**config.mk**
```make
export PLATFORM = sky130hd
export DESIGN_NAME = bounded_deque_with_delete_flat
export DESIGN_NICKNAME = d
export VERILOG_FILES = /design/src/rtl/bdq_pkg.sv /design/src/rtl/bdq_if.sv /design/src/rtl/bdq_ram.sv /design/src/rtl/bounded_deque_with_delete.sv /design/src/flat_wrapper.sv
export SDC_FILE = /design/constraint.sdc
export NUM_CORES = 1
export LEC_CHECK = 0
export ABC_AREA = 1
export ABC_CLOCK_PERIOD_IN_PS = 5850
export BUFFER_PORTS_ARGS = -buffer_cell sky130_fd_sc_hd__buf_4
export CAP_MARGIN = 25
export CORE_MARGIN = 5
export CORE_UTILIZATION = 40
export CTS_CLUSTER_SIZE = 28
export DETAILED_ROUTE_END_ITERATION = 7
export MAX_ROUTING_LAYER = met4
export PLACE_DENSITY = 0.66
export SETUP_SLACK_MARGIN = 0.2
export SKIP_CTS_REPAIR_TIMING = 1
export SLEW_MARGIN = 25
export SYNTH_ARGS = -nofsm -noshare
export SYNTH_HDL_FRONTEND = slang
export SYNTH_SLANG_ARGS = --single-unit
```
**constraint.sdc**
```tcl
create_clock -name i_clk -period 5.85 [get_ports i_clk]
set_input_delay 0.585 -clock i_clk [delete_from_list [all_inputs] [get_ports i_clk]]
set_output_delay 0.585 -clock i_clk [all_outputs]
set_load 0.1 [all_outputs]
```
**src/rtl/bdq_pkg.sv**
```systemverilog
`timescale 1ns / 1ps
`default_nettype none

package bdq_pkg;

    localparam int DEPTH    = 16;
    localparam int IDX_W    = $clog2(DEPTH);
    localparam int CNT_W    = $clog2(DEPTH + 1);
    localparam int MODE_W   = 3;
    localparam int VALUE_W  = 32;
    localparam int STATUS_W = 3;

    typedef enum logic [MODE_W-1:0] {
        MODE_PUSH_REAR = 3'd0,
        MODE_POP_FRONT = 3'd1,
        MODE_POP_REAR  = 3'd2,
        MODE_DELETE    = 3'd3,
        MODE_CLEAR     = 3'd4
    } t_mode;

    typedef enum logic [STATUS_W-1:0] {
        ST_DONE     = 3'd0,
        ST_ZERO     = 3'd1,
        ST_FULL     = 3'd2,
        ST_EMPTY    = 3'd3,
        ST_NOTFOUND = 3'd4
    } t_status;

    typedef enum logic [2:0] {
        S_IDLE,
        S_POP,
        S_DFRONT,
        S_DREAR,
        S_DMID,
        S_SHIFT
    } t_state;

    // Physical slot of the entry at a given distance from the head.
    function automatic logic [IDX_W-1:0] slot(input logic [IDX_W-1:0] head,
                                              input logic [CNT_W-1:0] offset);
        logic [CNT_W:0] sum;
        sum = (CNT_W + 1)'(head) + (CNT_W + 1)'(offset);
        if (sum >= (CNT_W + 1)'(DEPTH)) begin
            sum = sum - (CNT_W + 1)'(DEPTH);
        end
        return sum[IDX_W-1:0];
    endfunction

endpackage

`default_nettype wire

```
**src/rtl/bdq_if.sv**
```systemverilog
`timescale 1ns / 1ps
`default_nettype none

interface bdq_in_if;
    logic                        valid;
    logic                        ready;
    logic [bdq_pkg::MODE_W-1:0]  mode;
    logic [bdq_pkg::VALUE_W-1:0] value;

    modport source (output valid, mode, value, input ready);
    modport sink   (input valid, mode, value, output ready);
endinterface

interface bdq_out_if;
    logic                         valid;
    logic                         ready;
    logic [bdq_pkg::STATUS_W-1:0] status;
    logic [bdq_pkg::VALUE_W-1:0]  popped_value;
    logic [bdq_pkg::CNT_W-1:0]    count;

    modport source (output valid, status, popped_value, count, input ready);
    modport sink   (input valid, status, popped_value, count, output ready);
endinterface

`default_nettype wire

```
**src/rtl/bdq_ram.sv**
```systemverilog
`timescale 1ns / 1ps
`default_nettype none

module bdq_ram #(
    parameter int DEPTH = 16,
    parameter int WIDTH = 32
) (
    input  wire logic                     i_clk,
    input  wire logic                     i_we,
    input  wire logic [$clog2(DEPTH)-1:0] i_waddr,
    input  wire logic [WIDTH-1:0]         i_wdata,
    input  wire logic [$clog2(DEPTH)-1:0] i_raddr,
    output logic      [WIDTH-1:0]         o_rdata
);

    logic [WIDTH-1:0] r_mem [DEPTH];

    always_ff @(posedge i_clk) begin
        if (i_we) begin
            r_mem[i_waddr] <= i_wdata;
        end
    end

    always_ff @(posedge i_clk) begin
        o_rdata <= r_mem[i_raddr];
    end

endmodule

`default_nettype wire

```
**src/rtl/bounded_deque_with_delete.sv**
```systemverilog
`timescale 1ns / 1ps
`default_nettype none

// Bounded double-ended queue of up to DEPTH nonzero 32-bit values held in a
// circular single-port-write, single-port-read memory with a registered read
// port. One result item is returned for every input item. A push, a clear,
// an unused mode and every refused operation give their result in the cycle
// after acceptance; a pop first reads the memory and then registers the
// result. A delete reads and compares the front entry, and if that misses
// reads and compares the rear entry; a middle delete then walks the entries
// after the front one per cycle and then moves each later entry one place
// forward, one per cycle. The walk and the moves together pass over the held
// entries once. The single memory read port sets this order of steps. The
// block works on one item at a time: a new item is taken only when the
// sequencer is idle and the output register is empty or being emptied in the
// same cycle.
module bounded_deque_with_delete (
    input  wire logic  i_clk,
    input  wire logic  i_rst_n,
    bdq_in_if.sink     i_in,
    bdq_out_if.source  o_out
);

    localparam int IDX_W   = bdq_pkg::IDX_W;
    localparam int CNT_W   = bdq_pkg::CNT_W;
    localparam int VALUE_W = bdq_pkg::VALUE_W;

    // Sequencer and deque bookkeeping.
    bdq_pkg::t_state     r_state, n_state;
    logic [IDX_W-1:0]    r_head,  n_head;
    logic [CNT_W-1:0]    r_cnt,   n_cnt;
    logic [CNT_W-1:0]    r_idx,   n_idx;
    logic [VALUE_W-1:0]  r_val,   n_val;
    logic                r_front, n_front;

    // Output register.
    logic                 r_ovalid;
    bdq_pkg::t_status     r_ostatus;
    logic [VALUE_W-1:0]   r_opopped;
    logic [CNT_W-1:0]     r_ocount;

    // Result produced this cycle.
    logic                 res_load;
    bdq_pkg::t_status     res_status;
    logic [VALUE_W-1:0]   res_popped;

    // Memory port signals.
    logic                 ram_we;
    logic [IDX_W-1:0]     ram_waddr;
    logic [VALUE_W-1:0]   ram_wdata;
    logic [IDX_W-1:0]     ram_raddr;
    logic [VALUE_W-1:0]   ram_rdata;

    logic                 accept;
    logic                 hit;
    logic [CNT_W:0]       idx_plus2;

    bdq_ram #(
        .DEPTH (bdq_pkg::DEPTH),
        .WIDTH (VALUE_W)
    ) u_ram (
        .i_clk   (i_clk),
        .i_we    (ram_we),
        .i_waddr (ram_waddr),
        .i_wdata (ram_wdata),
        .i_raddr (ram_raddr),
        .o_rdata (ram_rdata)
    );

    // An item is taken only when idle, and only if the output register will
    // be free at the next edge, so a result never has to wait for space.
    assign i_in.ready = (r_state == bdq_pkg::S_IDLE) && (!r_ovalid || o_out.ready);
    assign accept     = i_in.valid && i_in.ready;

    // The entry read in the previous cycle is compared with the value held
    // for a delete.
    assign hit       = (ram_rdata == r_val);
    assign idx_plus2 = (CNT_W + 1)'(r_idx) + (CNT_W + 1)'(2);

    always_ff @(posedge i_clk) begin
        if (!i_rst_n) begin
            r_state <= bdq_pkg::S_IDLE;
            r_head  <= '0;
            r_cnt   <= '0;
        end else begin
            r_state <= n_state;
            r_head  <= n_head;
            r_cnt   <= n_cnt;
        end
    end

    always_ff @(posedge i_clk) begin
        r_idx   <= n_idx;
        r_val   <= n_val;
        r_front <= n_front;
    end

    always_comb begin
        n_state    = r_state;
        n_head     = r_head;
        n_cnt      = r_cnt;
        n_idx      = r_idx;
        n_val      = r_val;
        n_front    = r_front;
        res_load   = 1'b0;
        res_status = bdq_pkg::ST_DONE;
        res_popped = '0;
        ram_we     = 1'b0;
        ram_waddr  = '0;
        ram_wdata  = r_val;
        ram_raddr  = '0;

        case (r_state)
            bdq_pkg::S_IDLE: begin
                if (accept) begin
                    n_val = i_in.value;
                    case (i_in.mode)
                        bdq_pkg::MODE_PUSH_REAR: begin
                            res_load = 1'b1;
                            if (i_in.value == '0) begin
                                res_status = bdq_pkg::ST_ZERO;
                            end else if (r_cnt == CNT_W'(bdq_pkg::DEPTH)) begin
                                res_status = bdq_pkg::ST_FULL;
                            end else begin
                                ram_we    = 1'b1;
                                ram_waddr = bdq_pkg::slot(r_head, r_cnt);
                                ram_wdata = i_in.value;
                                n_cnt     = r_cnt + CNT_W'(1);
                            end
                        end
                        bdq_pkg::MODE_POP_FRONT, bdq_pkg::MODE_POP_REAR: begin
                            if (r_cnt == '0) begin
                                res_load   = 1'b1;
                                res_status = bdq_pkg::ST_EMPTY;
                            end else begin
                                n_front = (i_in.mode == bdq_pkg::MODE_POP_FRONT);
                                if (i_in.mode == bdq_pkg::MODE_POP_FRONT) begin
                                    ram_raddr = r_head;
                                end else begin
                                    ram_raddr = bdq_pkg::slot(r_head, r_cnt - CNT_W'(1));
                                end
                                n_state = bdq_pkg::S_POP;
                            end
                        end
                        bdq_pkg::MODE_DELETE: begin
                            if (i_in.value == '0) begin
                                res_load   = 1'b1;
                                res_status = bdq_pkg::ST_ZERO;
                            end else if (r_cnt == '0) begin
                                res_load   = 1'b1;
                                res_status = bdq_pkg::ST_EMPTY;
                            end else begin
                                ram_raddr = r_head;
                                n_state   = bdq_pkg::S_DFRONT;
                            end
                        end
                        bdq_pkg::MODE_CLEAR: begin
                            res_load = 1'b1;
                            n_cnt    = '0;
                            n_head   = '0;
                        end
                        default: begin
                            res_load = 1'b1;
                        end
                    endcase
                end
            end

            // Read data is the entry being popped.
            bdq_pkg::S_POP: begin
                res_load   = 1'b1;
                res_popped = ram_rdata;
                n_cnt      = r_cnt - CNT_W'(1);
                if (r_front) begin
                    n_head = bdq_pkg::slot(r_head, CNT_W'(1));
                end
                n_state = bdq_pkg::S_IDLE;
            end

            // Read data is the front entry.
            bdq_pkg::S_DFRONT: begin
                if (hit) begin
                    res_load = 1'b1;
                    n_head   = bdq_pkg::slot(r_head, CNT_W'(1));
                    n_cnt    = r_cnt - CNT_W'(1);
                    n_state  = bdq_pkg::S_IDLE;
                end else begin
                    ram_raddr = bdq_pkg::slot(r_head, r_cnt - CNT_W'(1));
                    n_state   = bdq_pkg::S_DREAR;
                end
            end

            // Read data is the rear entry.
            bdq_pkg::S_DREAR: begin
                n_idx = CNT_W'(1);
                if (hit) begin
                    res_load = 1'b1;
                    n_cnt    = r_cnt - CNT_W'(1);
                    n_state  = bdq_pkg::S_IDLE;
                end else if ((CNT_W + 1)'(2) < (CNT_W + 1)'(r_cnt)) begin
                    ram_raddr = bdq_pkg::slot(r_head, CNT_W'(1));
                    n_state   = bdq_pkg::S_DMID;
                end else begin
                    res_load   = 1'b1;
                    res_status = bdq_pkg::ST_NOTFOUND;
                    n_state    = bdq_pkg::S_IDLE;
                end
            end

            // Read data is the middle entry at distance r_idx from the head.
            bdq_pkg::S_DMID: begin
                if (hit) begin
                    // Start closing the gap: fetch the entry behind it.
                    ram_raddr = bdq_pkg::slot(r_head, r_idx + CNT_W'(1));
                    n_state   = bdq_pkg::S_SHIFT;
                end else if (idx_plus2 < (CNT_W + 1)'(r_cnt)) begin
                    n_idx     = r_idx + CNT_W'(1);
                    ram_raddr = bdq_pkg::slot(r_head, r_idx + CNT_W'(1));
                end else begin
                    res_load   = 1'b1;
                    res_status = bdq_pkg::ST_NOTFOUND;
                    n_state    = bdq_pkg::S_IDLE;
                end
            end

            // Read data is the entry at r_idx + 1; it moves down to r_idx while
            // the next one is fetched, so the two addresses always differ.
            bdq_pkg::S_SHIFT: begin
                ram_we    = 1'b1;
                ram_waddr = bdq_pkg::slot(r_head, r_idx);
                ram_wdata = ram_rdata;
                n_idx     = r_idx + CNT_W'(1);
                if (idx_plus2 < (CNT_W + 1)'(r_cnt)) begin
                    ram_raddr = bdq_pkg::slot(r_head, idx_plus2[CNT_W-1:0]);
                end else begin
                    res_load = 1'b1;
                    n_cnt    = r_cnt - CNT_W'(1);
                    n_state  = bdq_pkg::S_IDLE;
                end
            end

            default: begin
                n_state = bdq_pkg::S_IDLE;
            end
        endcase
    end

    // Output register: loaded with a finished result, emptied when taken.
    always_ff @(posedge i_clk) begin
        if (!i_rst_n) begin
            r_ovalid <= 1'b0;
        end else if (res_load) begin
            r_ovalid <= 1'b1;
        end else if (o_out.ready) begin
            r_ovalid <= 1'b0;
        end
    end

    always_ff @(posedge i_clk) begin
        if (res_load) begin
            r_ostatus <= res_status;
            r_opopped <= res_popped;
            r_ocount  <= n_cnt;
        end
    end

    assign o_out.valid        = r_ovalid;
    assign o_out.status       = r_ostatus;
    assign o_out.popped_value = r_opopped;
    assign o_out.count        = r_ocount;

    // A result must never overwrite one that has not been taken.
    a_no_overwrite: assert property (@(posedge i_clk) disable iff (!i_rst_n)
        res_load |-> (!r_ovalid || o_out.ready))
        else $error("result loaded over an untaken result");

    // The fill level never exceeds the capacity.
    a_cnt_bound: assert property (@(posedge i_clk) disable iff (!i_rst_n)
        r_cnt <= CNT_W'(bdq_pkg::DEPTH))
        else $error("entry count above capacity");

    // A refused or unsuccessful operation leaves the fill level alone.
    a_fail_keeps_cnt: assert property (@(posedge i_clk) disable iff (!i_rst_n)
        (res_load && res_status != bdq_pkg::ST_DONE) |=> (r_cnt == $past(r_cnt)))
        else $error("failed operation changed the entry count");

    // While shifting, the write and the read never target the same slot.
    a_shift_ports: assert property (@(posedge i_clk) disable iff (!i_rst_n)
        (r_state == bdq_pkg::S_SHIFT && !res_load) |-> (ram_raddr != ram_waddr))
        else $error("shift read and write collide");

endmodule

`default_nettype wire
```
**src/flat_wrapper.sv**
```systemverilog
// flat-port wrapper written by rule: the top's interface ports become plain ports
module bounded_deque_with_delete_flat 
  (i_clk, i_rst_n, i_in_valid, i_in_mode, i_in_value, i_in_ready, o_out_valid, o_out_status, o_out_popped_value, o_out_count, o_out_ready);
  bdq_in_if i_in_i ();
  bdq_out_if o_out_i ();
  input  wire logic i_clk;
  input  wire logic i_rst_n;
  input wire logic [$bits(i_in_i.valid)-1:0] i_in_valid;
  input wire logic [$bits(i_in_i.mode)-1:0] i_in_mode;
  input wire logic [$bits(i_in_i.value)-1:0] i_in_value;
  output wire logic [$bits(i_in_i.ready)-1:0] i_in_ready;
  output wire logic [$bits(o_out_i.valid)-1:0] o_out_valid;
  output wire logic [$bits(o_out_i.status)-1:0] o_out_status;
  output wire logic [$bits(o_out_i.popped_value)-1:0] o_out_popped_value;
  output wire logic [$bits(o_out_i.count)-1:0] o_out_count;
  input wire logic [$bits(o_out_i.ready)-1:0] o_out_ready;
  assign i_in_i.valid = i_in_valid;
  assign i_in_i.mode = i_in_mode;
  assign i_in_i.value = i_in_value;
  assign i_in_ready = i_in_i.ready;
  assign o_out_valid = o_out_i.valid;
  assign o_out_status = o_out_i.status;
  assign o_out_popped_value = o_out_i.popped_value;
  assign o_out_count = o_out_i.count;
  assign o_out_i.ready = o_out_ready;
  bounded_deque_with_delete u_core (.i_clk(i_clk), .i_rst_n(i_rst_n), .i_in(i_in_i), .o_out(o_out_i));
endmodule
```
==> flow_summary_export.csv <==
group,metric,value,unit
logic_synthesis,synth_top_area_share,60.9,%
global_route,overflow,0,
die,rows,98,
logic_synthesis,synthTopCellsByArea,"edfxtp_1, nand3_1, nand2_1",
global_route,grt_pass1_wl,117,mm
drt,drtIter0Drc,2086,
global_route,grt_usage,20.1,%
finish,fillers,6528,
logic_synthesis,yosysTopAreaCell,"edfxtp_1",
logic_synthesis,yosysMostFrequentCell,"edfxtp_1",
timing,finalSetupViolCount,0,
finish,antennaDiodeCount,0,
power,vdd_drop_max,0.000256,V
clocking,clkSinkCount,635,
die,fp.dieW,280,µm
setup_path,crit_type,"flop to flop",
clocking,cts_root_buf,"clkbuf_16",
finish,stdcell_area,0.0332,mm²
logic_synthesis,synth_edf_count,590,
timing,finalHoldViolations,0,
timing,worst_slew_pin_slew,1.22,ns
timing,hold_slack,0.174,ns
timing,slew_headroom,18.8,%
clocking,h-tree-depth,3,
outcome,status,"finished, final reports clean",
setup_path,critical_path_buf_inv_count,5,
logic_synthesis,async_flop_share,0,%
logic_synthesis,syn_area,0.0291,mm²
setup_path,cp_max_fo,38,
setup_path,cp-start-kind,"flop",
timing,min_period,4.86,ns
power,cellPowerDensity,317,mW/mm²
global_route,grt_max_degree,210,
drt,antenna_left,0,
logic_synthesis,ys_types,47,
placed_design,hpwlAfterDp,46.5,mm
placed_design,place.port_buffers,80,
finish,utilization,46.2,%
logic_synthesis,seq_area_frac_synth,64.0,%
timing,rsz0062_at_grt,"no",
drt,route.detailed.drc,0,
placed_design,gp_congestion,0.899,
timing,finalSetupTns,0,ns
setup_path,worst_ep_arrival_time,5.13,ns
run,max_cap_violations,0,
finish,syn_to_final_growth,14.2,%
power,power,10.5,mW
clocking,clk_path_buf_depth,3,
logic_synthesis,synth_flop_cell,"edfxtp_1",
clocking,clkLatencyLatePin,0.61,ns
finish,drive_above_1_share,10.6,%
setup_path,critPathMaxStageDelay,0.82,ns
logic_synthesis,synth_common_cells,"edfxtp_1, nand3_1, nand2_1, inv_1, nand3b_1",
finish,layout.nets,2845,
setup_path,crit_family,"simple AND/OR/NAND/NOR gates",
drt,drt-total-wl,78.6,mm
clocking,cts_tree,"done",
timing,max_freq,0.206,GHz
logic_synthesis,synth_fp_nets,2785,
global_route,first_global_vias,18900,
logic_synthesis,yosysWarnings,0,
timing,slew_violations,0,
timing,period_share,83.0,%
drt,drt-wirelength-per-cell,20.8,µm
die,io_pins,81,
hold_path,min_path_type,"input port to flop",
die,die_h,280,µm
logic_synthesis,synth_area_per_cell,10.7,µm²
power,power.static_leakage,13.0,nW
drt,first_pass_iters,5,
drt,num_vias,20100,
setup_path,slowest_stage,"nor2_4",
clocking,clk_pin_slew,0.06,ns
die,initial_core_util,40.5,%
die,dieArea,0.0782,mm²
drt,viasPerCell,5.31,
timing,clock-skew-final,0.0318,ns
setup_path,required,6.12,ns
setup_path,path_cells,"inv_2 > nand2_2 > nor2_4 > nand2_2 > inv_4 > nand2_1 > inv_1 > nand3_1 > buf_4 > o21ai_0 > nand2_1 > nor2_4 > buf_4",
logic_synthesis,synthCells,2717,
die,core-area,0.0719,mm²
global_route,antenna_found_initial,2,
clocking,cts_buffers,68,
placed_design,place_area,0.0309,mm²
setup_path,endpoint_kind,"flop",
logic_synthesis,ys_ff_latch,635,
[sequential cells by signal, summed over array words and instances, names as in the netlist]
name,flops
u_core.r_val,32
u_core.o_out.count,5
u_core.o_out.popped_value,32
u_core.u_ram.o_rdata,32
u_core.o_out.valid,1
u_core.r_idx,5
u_core.r_head,4
u_core.r_state,3
u_core.o_out.status,3
u_core.u_ram.r_mem,512
u_core.r_front,1
u_core.r_cnt,5
[worst register-to-register path, delay by kind of cell (launching register included)]
| kind | cells | cell delay (ns) |
|---|---|---|
| DFF | 1 | 0.35 |
| and+or+nand+nor | 7 | 2.16 |
| AOI/OAI and AO/OA | 1 | 0.39 |
| buffers and inverters | 5 | 1.62 |
[through the flow]
stage,setup WS (ns),instances
2_1_floorplan,0.433,2717
3_3_place_gp,1.16,3654
3_5_place_dp,0.946,3657
4_1_cts,1.05,3781
5_1_grt,0.785,3781
6_report,0.992,3781
[cells in the final DEF, fill, tap and decap left out, types with 4 or more instances in the layout]
master / count
nand4_1: 9
ha_1: 24
o21ai_0: 30
clkinv_1: 14
buf_4: 128
nand3_1: 511
edfxtp_1: 590
nand2_2: 6
clkbuf_8: 8
nand3b_1: 225
clkbuf_16: 71
nor2_4: 22
clkinv_2: 10
o211ai_1: 4
a21oi_1: 26
o21ai_1: 6
dfxtp_1: 45
nor2_2: 4
inv_2: 11
nor2_1: 85
clkbuf_1: 11
xnor2_1: 28
buf_12: 8
inv_1: 402
fa_1: 5
a22oi_1: 23
o221ai_2: 5
xor2_1: 12
o221ai_1: 5
nor3_1: 7
bufinv_16: 9
nand2_1: 449
[kinds of logic after synthesis]
logic type	after synthesis	synth area share, %
and+or+nand+nor	1326	22.6
DFF	635	64.0
xor gates and xnor gates	40	1.20
adders and majority gates	29	1.38
AOI/OAI and AO/OA	119	2.60
buffers and inverters	568	8.19
[power breakdown]
part / internal [mW] / switching (mW)
Sequential: 5.12 / 0.0521
Combinational: 0.186 / 0.674
Clock: 2.72 / 1.76
[path summary, 6_finish.rpt]
kind                                              endpoint  cells after the start         startpoint  slack (ns)
worst max-delay path            u_core.u_ram.r_mem[13][14]                     13  u_core.r_state[2]        0.99
worst min register to register            u_core.r_head[3]                      2   u_core.r_head[3]        0.57
worst min-delay path                       u_core.r_val[5]                      1      i_in_value[5]        0.17
worst max register to register  u_core.u_ram.r_mem[13][14]                     13  u_core.r_state[2]        0.99
[per-layer routing]
layer	vias up	routed length, µm	global-route usage, %
li1	9372	-	-
met1	9696	33100	27.1
met2	907	36200	30.9
met3	121	7200	3.93
met4	0	2010	6.17
met5	-	0	-
[layout make-up]
type / count / area (µm²) / share of cell area, %
multi-input cells: 1514 / 8280 / 24.9
clock inverters: 34 / 417 / 1.25
repair buffers: 139 / 1200 / 3.62
flip-flops and latches: 635 / 18600 / 56.1
clock buffers: 90 / 1930 / 5.81
well taps: 950 / 1190 / 3.58
inverters: 419 / 1580 / 4.75
(Power assumes the default switching activity.)
